### config.mk
export PLATFORM = sky130hd
export DESIGN_NAME = ipe_merge_flat
export DESIGN_NICKNAME = d
export VERILOG_FILES = /design/src/hdl/ipe_pkg.sv /design/src/hdl/ipe_if.sv /design/src/hdl/ipe_merge.sv /design/src/flat_wrapper.sv
export SDC_FILE = /design/constraint.sdc
export NUM_CORES = 1
export LEC_CHECK = 0
export ABC_AREA = 1
export BUFFER_PORTS_ARGS = -buffer_cell sky130_fd_sc_hd__buf_2
export CAP_MARGIN = 20
export CORE_MARGIN = 2
export CORE_UTILIZATION = 50
export DETAILED_ROUTE_END_ITERATION = 8
export PLACE_DENSITY = 0.86
export SLEW_MARGIN = 20
export SYNTH_ARGS = -nofsm -noshare
export SYNTH_HDL_FRONTEND = slang
export SYNTH_SLANG_ARGS = --single-unit
export TNS_END_PERCENT = 20
### constraint.sdc
create_clock -name clk -period 4.7 [get_ports clk]
set_input_delay 0.47 -clock clk [delete_from_list [all_inputs] [get_ports clk]]
set_output_delay 0.47 -clock clk [all_outputs]
set_load 0.03 [all_outputs]
### src/hdl/ipe_pkg.sv
// Package: types and constants of the icon pixel expander
`timescale 1ns / 1ps
`default_nettype none

package ipe_pkg;

  localparam int MAX_WIDTH       = 256;
  localparam int PAL_DEPTH_DEF   = 256;
  localparam int ROW_CAP         = (MAX_WIDTH < 256) ? MAX_WIDTH : 256;
  localparam int WIDTH_W         = 9;
  localparam int COL_W           = 8;
  localparam int CFG_IDX_W       = 2;
  localparam int CFG_DATA_W      = 9;

  localparam logic [7:0] ALPHA_OPAQUE = 8'hFF;
  localparam logic [7:0] ALPHA_CLEAR  = 8'h00;

  typedef enum logic [1:0] {
    OP_PIXEL     = 2'd0,
    OP_PAL_WRITE = 2'd1,
    OP_MASK_LOAD = 2'd2,
    OP_NONE      = 2'd3
  } ipe_op_t;

  typedef enum logic [1:0] {
    MODE_PASS     = 2'd0,
    MODE_RGB_MASK = 2'd1,
    MODE_PAL8     = 2'd2,
    MODE_PAL4     = 2'd3
  } ipe_mode_t;

  typedef enum logic [CFG_IDX_W-1:0] {
    REG_MODE     = 2'd0,
    REG_WIDTH    = 2'd1,
    REG_MASK_EN  = 2'd2,
    REG_MASK_SET = 2'd3
  } ipe_reg_t;

  typedef struct packed {
    ipe_mode_t            mode;
    logic [WIDTH_W-1:0]   width;
    logic                 mask_en;
    logic                 mask_set;
  } ipe_cfg_t;

  typedef struct packed {
    logic         valid;
    logic [31:0]  data;
    logic [7:0]   mask;
  } ipe_item_t;

endpackage

`default_nettype wire

### src/hdl/ipe_if.sv
// Channel interfaces: input request channel and result channel
`timescale 1ns / 1ps
`default_nettype none


interface ipe_out_if;
  logic        valid;
  logic        ready;
  logic [31:0] argb;
  logic        row_end;
  logic        last;

  modport source (output valid, argb, row_end, last, input ready);
  modport sink (input valid, argb, row_end, last, output ready);
endinterface

`default_nettype wire

### src/hdl/ipe_merge.sv
// Merge stage: orders lane colors into pixels, tracks column and mask alpha
`timescale 1ns / 1ps
`default_nettype none

module ipe_merge (
  input  wire logic               clk,
  input  wire logic               rst,
  input  wire ipe_pkg::ipe_cfg_t  cfg,
  input  wire ipe_pkg::ipe_item_t item,
  input  wire logic [23:0]        color0,
  input  wire logic [23:0]        color1,
  output      logic               release_item,
  ipe_out_if.source               results
);
  import ipe_pkg::*;

  logic               phase;
  logic               phase_next;
  logic [COL_W-1:0]   column;
  logic [COL_W-1:0]   column_next;
  logic               out_valid;
  logic [31:0]        out_argb;
  logic               out_row_end;
  logic               out_last;

  logic               load_ok;
  logic               beat;
  logic [WIDTH_W-1:0] row_lim;
  logic               end_row;
  logic               mask_bit;
  logic [7:0]         alpha;
  logic               beat_last;
  logic [31:0]        beat_argb;

  assign load_ok = !out_valid || results.ready;
  assign beat    = item.valid && load_ok;

  always_comb begin
    if (cfg.width == '0 || cfg.width > WIDTH_W'(ROW_CAP)) begin
      row_lim = WIDTH_W'(ROW_CAP);
    end else begin
      row_lim = cfg.width;
    end
  end

  assign end_row  = ({1'b0, column} + WIDTH_W'(1)) >= row_lim;
  assign mask_bit = item.mask[3'd7 - column[2:0]];
  assign alpha    = (cfg.mask_en && (mask_bit == cfg.mask_set)) ? ALPHA_CLEAR : ALPHA_OPAQUE;

  always_comb begin
    case (cfg.mode)
      MODE_PASS:     beat_argb = item.data;
      MODE_RGB_MASK: beat_argb = {alpha, item.data[23:0]};
      MODE_PAL8:     beat_argb = {alpha, color0};
      default:       beat_argb = {alpha, phase ? color1 : color0};
    endcase
  end

  // high nibble ends its item only at a row end
  assign beat_last    = !(cfg.mode == MODE_PAL4 && !phase && !end_row);
  assign release_item = beat && beat_last;

  always_comb begin
    phase_next  = phase;
    column_next = column;
    if (beat) begin
      phase_next  = !beat_last;
      column_next = end_row ? '0 : column + COL_W'(1);
    end
  end

  always_ff @(posedge clk) begin
    if (rst) begin
      phase     <= 1'b0;
      column    <= '0;
      out_valid <= 1'b0;
    end else begin
      phase     <= phase_next;
      column    <= column_next;
      out_valid <= beat || (out_valid && !results.ready);
    end
  end

  always_ff @(posedge clk) begin
    if (beat) begin
      out_argb    <= beat_argb;
      out_row_end <= end_row;
      out_last    <= beat_last;
    end
  end

  assign results.valid   = out_valid;
  assign results.argb    = out_argb;
  assign results.row_end = out_row_end;
  assign results.last    = out_last;

endmodule

`default_nettype wire

### src/flat_wrapper.sv
// flat-port wrapper written by rule: the top's interface ports become plain ports
module ipe_merge_flat import ipe_pkg::*;
  (clk, rst, cfg, item, color0, color1, release_item, results_valid, results_argb, results_row_end, results_last, results_ready);
  ipe_out_if results_i ();
  input  wire logic clk;
  input  wire logic rst;
  input  wire ipe_pkg::ipe_cfg_t cfg;
  input  wire ipe_pkg::ipe_item_t item;
  input  wire logic [23:0] color0;
  input  wire logic [23:0] color1;
  output      logic release_item;
  output wire logic [$bits(results_i.valid)-1:0] results_valid;
  output wire logic [$bits(results_i.argb)-1:0] results_argb;
  output wire logic [$bits(results_i.row_end)-1:0] results_row_end;
  output wire logic [$bits(results_i.last)-1:0] results_last;
  input wire logic [$bits(results_i.ready)-1:0] results_ready;
  assign results_valid = results_i.valid;
  assign results_argb = results_i.argb;
  assign results_row_end = results_i.row_end;
  assign results_last = results_i.last;
  assign results_i.ready = results_ready;
  ipe_merge u_core (.clk(clk), .rst(rst), .cfg(cfg), .item(item), .color0(color0), .color1(color1), .release_item(release_item), .results(results_i));
endmodule
==> out/results.ini <==
[logic_synthesis]
synth.top_cell.area_share_pct=36.3
synth_edf_count=34
ys_warn_count=0
ys_ff_latch=44
syn_area_um2=2810
syn_inst=364
synth_area_leaders=edfxtp_1, nand2_1, nand3_1
seq_area_frac_synth_pct=43.5
async_flop_share_pct=0
syn-num-nets=480
ys.flop_type=edfxtp_1
yosysUniqueCellTypes=29
synth_top_area_cell=edfxtp_1
synth.avg_cell_area_um2=7.72

[clock_tree]
cts_root_buf=clkbuf_8
cts_htree_levels=2
cts-resized-gates=0
cts.path.max_buffers=2
cts_made_buffers=5
clkSinkCount=44
cts_tree=yes
clkTransAtPathRegs_ns=0.08
clk-insertion-delay-late_ns=0.29
post_cts_buffers=0
postCtsHoldBufs=0

[flow_run]
cap_viol_max_count=0

[timing]
postLayoutSetupSlackWorst_ns=1.27
post-route-period-util_pct=72.9
hold_viol_final=0
rsz0062_at_grt=false
tightest_slew_ns=0.852
drv_slew=0
fmax_mhz=292
report.final.setup_viol=0
period_minus_slack_ns=3.43
hold_slack_ns=0.426
tns_ns=0
max_slew_margin_pct=43.1
finalClockSkew_ns=0.00639

[floorplan]
die_h_um=79.0
core_area_um2=5470
io_pins=141
rows=27
dieArea_um2=6230
start_util_pct=51.3
dieWidth_um=79.0

[min_path]
hold_class=input pin to register

[cells_and_area]
syn2layout_area_growth_pct=29.8
final_nets=612
drive_above_1_share_pct=32.6
final_cell_mix=buf_2, nand2_1, inv_1
final_common_cell=buf_2
multi_input_area_um2=1240
seq_area_um2=1220
antenna_cells=0
fillCellCount=470

[setup_path]
critPathCaptureType=output port
crit_type=register to output port
cp_max_fo=10
start_kind=register
cp.arrival_ns=2.96
required_ns=4.23

[detailed_routing]
postRouteAntennaNets=0
drt-pass1-iter-count=4
drt_first_iter_violations=132
drcViolationCount=0
vias=2910
routed_via_density=5.11
wl_um=7010
wire_per_inst_um=12.3

[global_routing]
grt_pass1_vias=2601
grt.total_usage_pct=22.7
gr-total-overflow=0
grt_max_degree=73
grt_pass1_wl_um=11300
antenna_found_initial=0

[outcome]
status=finished clean

[pwr]
fin_total_pwr_uw=980
worst_ir_drop_vdd_uv=206
p_leak_nw=1.84
power.density_nw_per_um2=269

[placement]
dpl.hpwl_um=5480
gp_congestion=0.849
portBuffers=140
preCtsSetupSlack_ns=1.52

cells by family (layout without fill, tap and decap cells):
| kind of cell | after synthesis | after routing | share of synthesized area, % |
|---|---|---|---|
| compound gates | 39 | 39 | 9.09 |
| xor+xnor | 2 | 2 | 0.891 |
| fa+ha+maj | 11 | 11 | 4.90 |
| buf+inv | 89 | 222 | 12.3 |
| flops | 44 | 44 | 43.5 |
| simple gates | 179 | 179 | 29.4 |
area by class of cell:
type                            count  share of cell area, %
Tap cell                           72                   2.47
Clock buffer                        5                   1.89
Multi-Input combinational cell    231                   34.1
Timing Repair Buffer              141                   19.4
Clock inverter                      3                   1.17
Sequential cell                    44                   33.5
Inverter                           73                   7.51
final timing paths:
| kind | start | to | slack, ns | depth (start not counted) |
|---|---|---|---|---|
| max | u_core.column[0] | release_item | 1.27 | 14 |
| min | item[40] | u_core.results.valid | 0.43 | 3 |
| max reg2reg | u_core.column[0] | u_core.results.last | 2.10 | 12 |
| min reg2reg | u_core.results.valid | u_core.results.valid | 0.50 | 2 |
cells in the mapped netlist (all sizes together) (5+ instances only):
cell	instances
clkbuf	5
a21oi	12
o211ai	22
nand3	56
ha	11
inv	73
nor2	30
nand4	8
dfxtp	10
buf	11
edfxtp	34
nand2	79
sequential cells by signal, summed over array words and instances, names as in the netlist:
register and flops:
u_core.results.row_end 1, u_core.phase 1, u_core.results.last 1, u_core.results.valid 1, u_core.column 8, u_core.results.argb 32
power breakdown:
part	internal, mW	switching [mW]
Combinational	0.0850	0.149
Clock	0.157	0.125
Sequential	0.453	0.0109
Total	0.695	0.284
through the flow:
stage / cell area (µm²) / util, % / instances
6_report: 3650 / 66.6 / 569
4_1_cts: 3650 / 66.6 / 569
5_1_grt: 3650 / 66.6 / 569
2_1_floorplan: 2810 / - / 364
3_3_place_gp: 3540 / 64.6 / 561
3_5_place_dp: 3540 / 64.6 / 561
critical path, stage by stage (launching register included):
cell,delay (ns)
dfxtp_1,0.56
ha_1,0.32
nand2_1,0.12
nor2_1,0.12
nand2_1,0.07
and2_1,0.17
ha_1,0.33
nand2_1,0.08
nand2_1,0.06
nand2_1,0.06
nand2_1,0.06
a21oi_2,0.20
nand4_1,0.17
and2_1,0.18
buf_2,0.17
routing by layer:
layer / vias to the layer above / global-route usage (%) / wire length (µm)
met3: 13 / 4.43 / 461
met5: - / 0 / 0
met1: 1329 / 28.1 / 2750
met2: 111 / 40.3 / 3670
met4: 0 / 6.72 / 124
li1: 1457 / - / -
No activity file was read; power rests on OpenSTA's default activity.
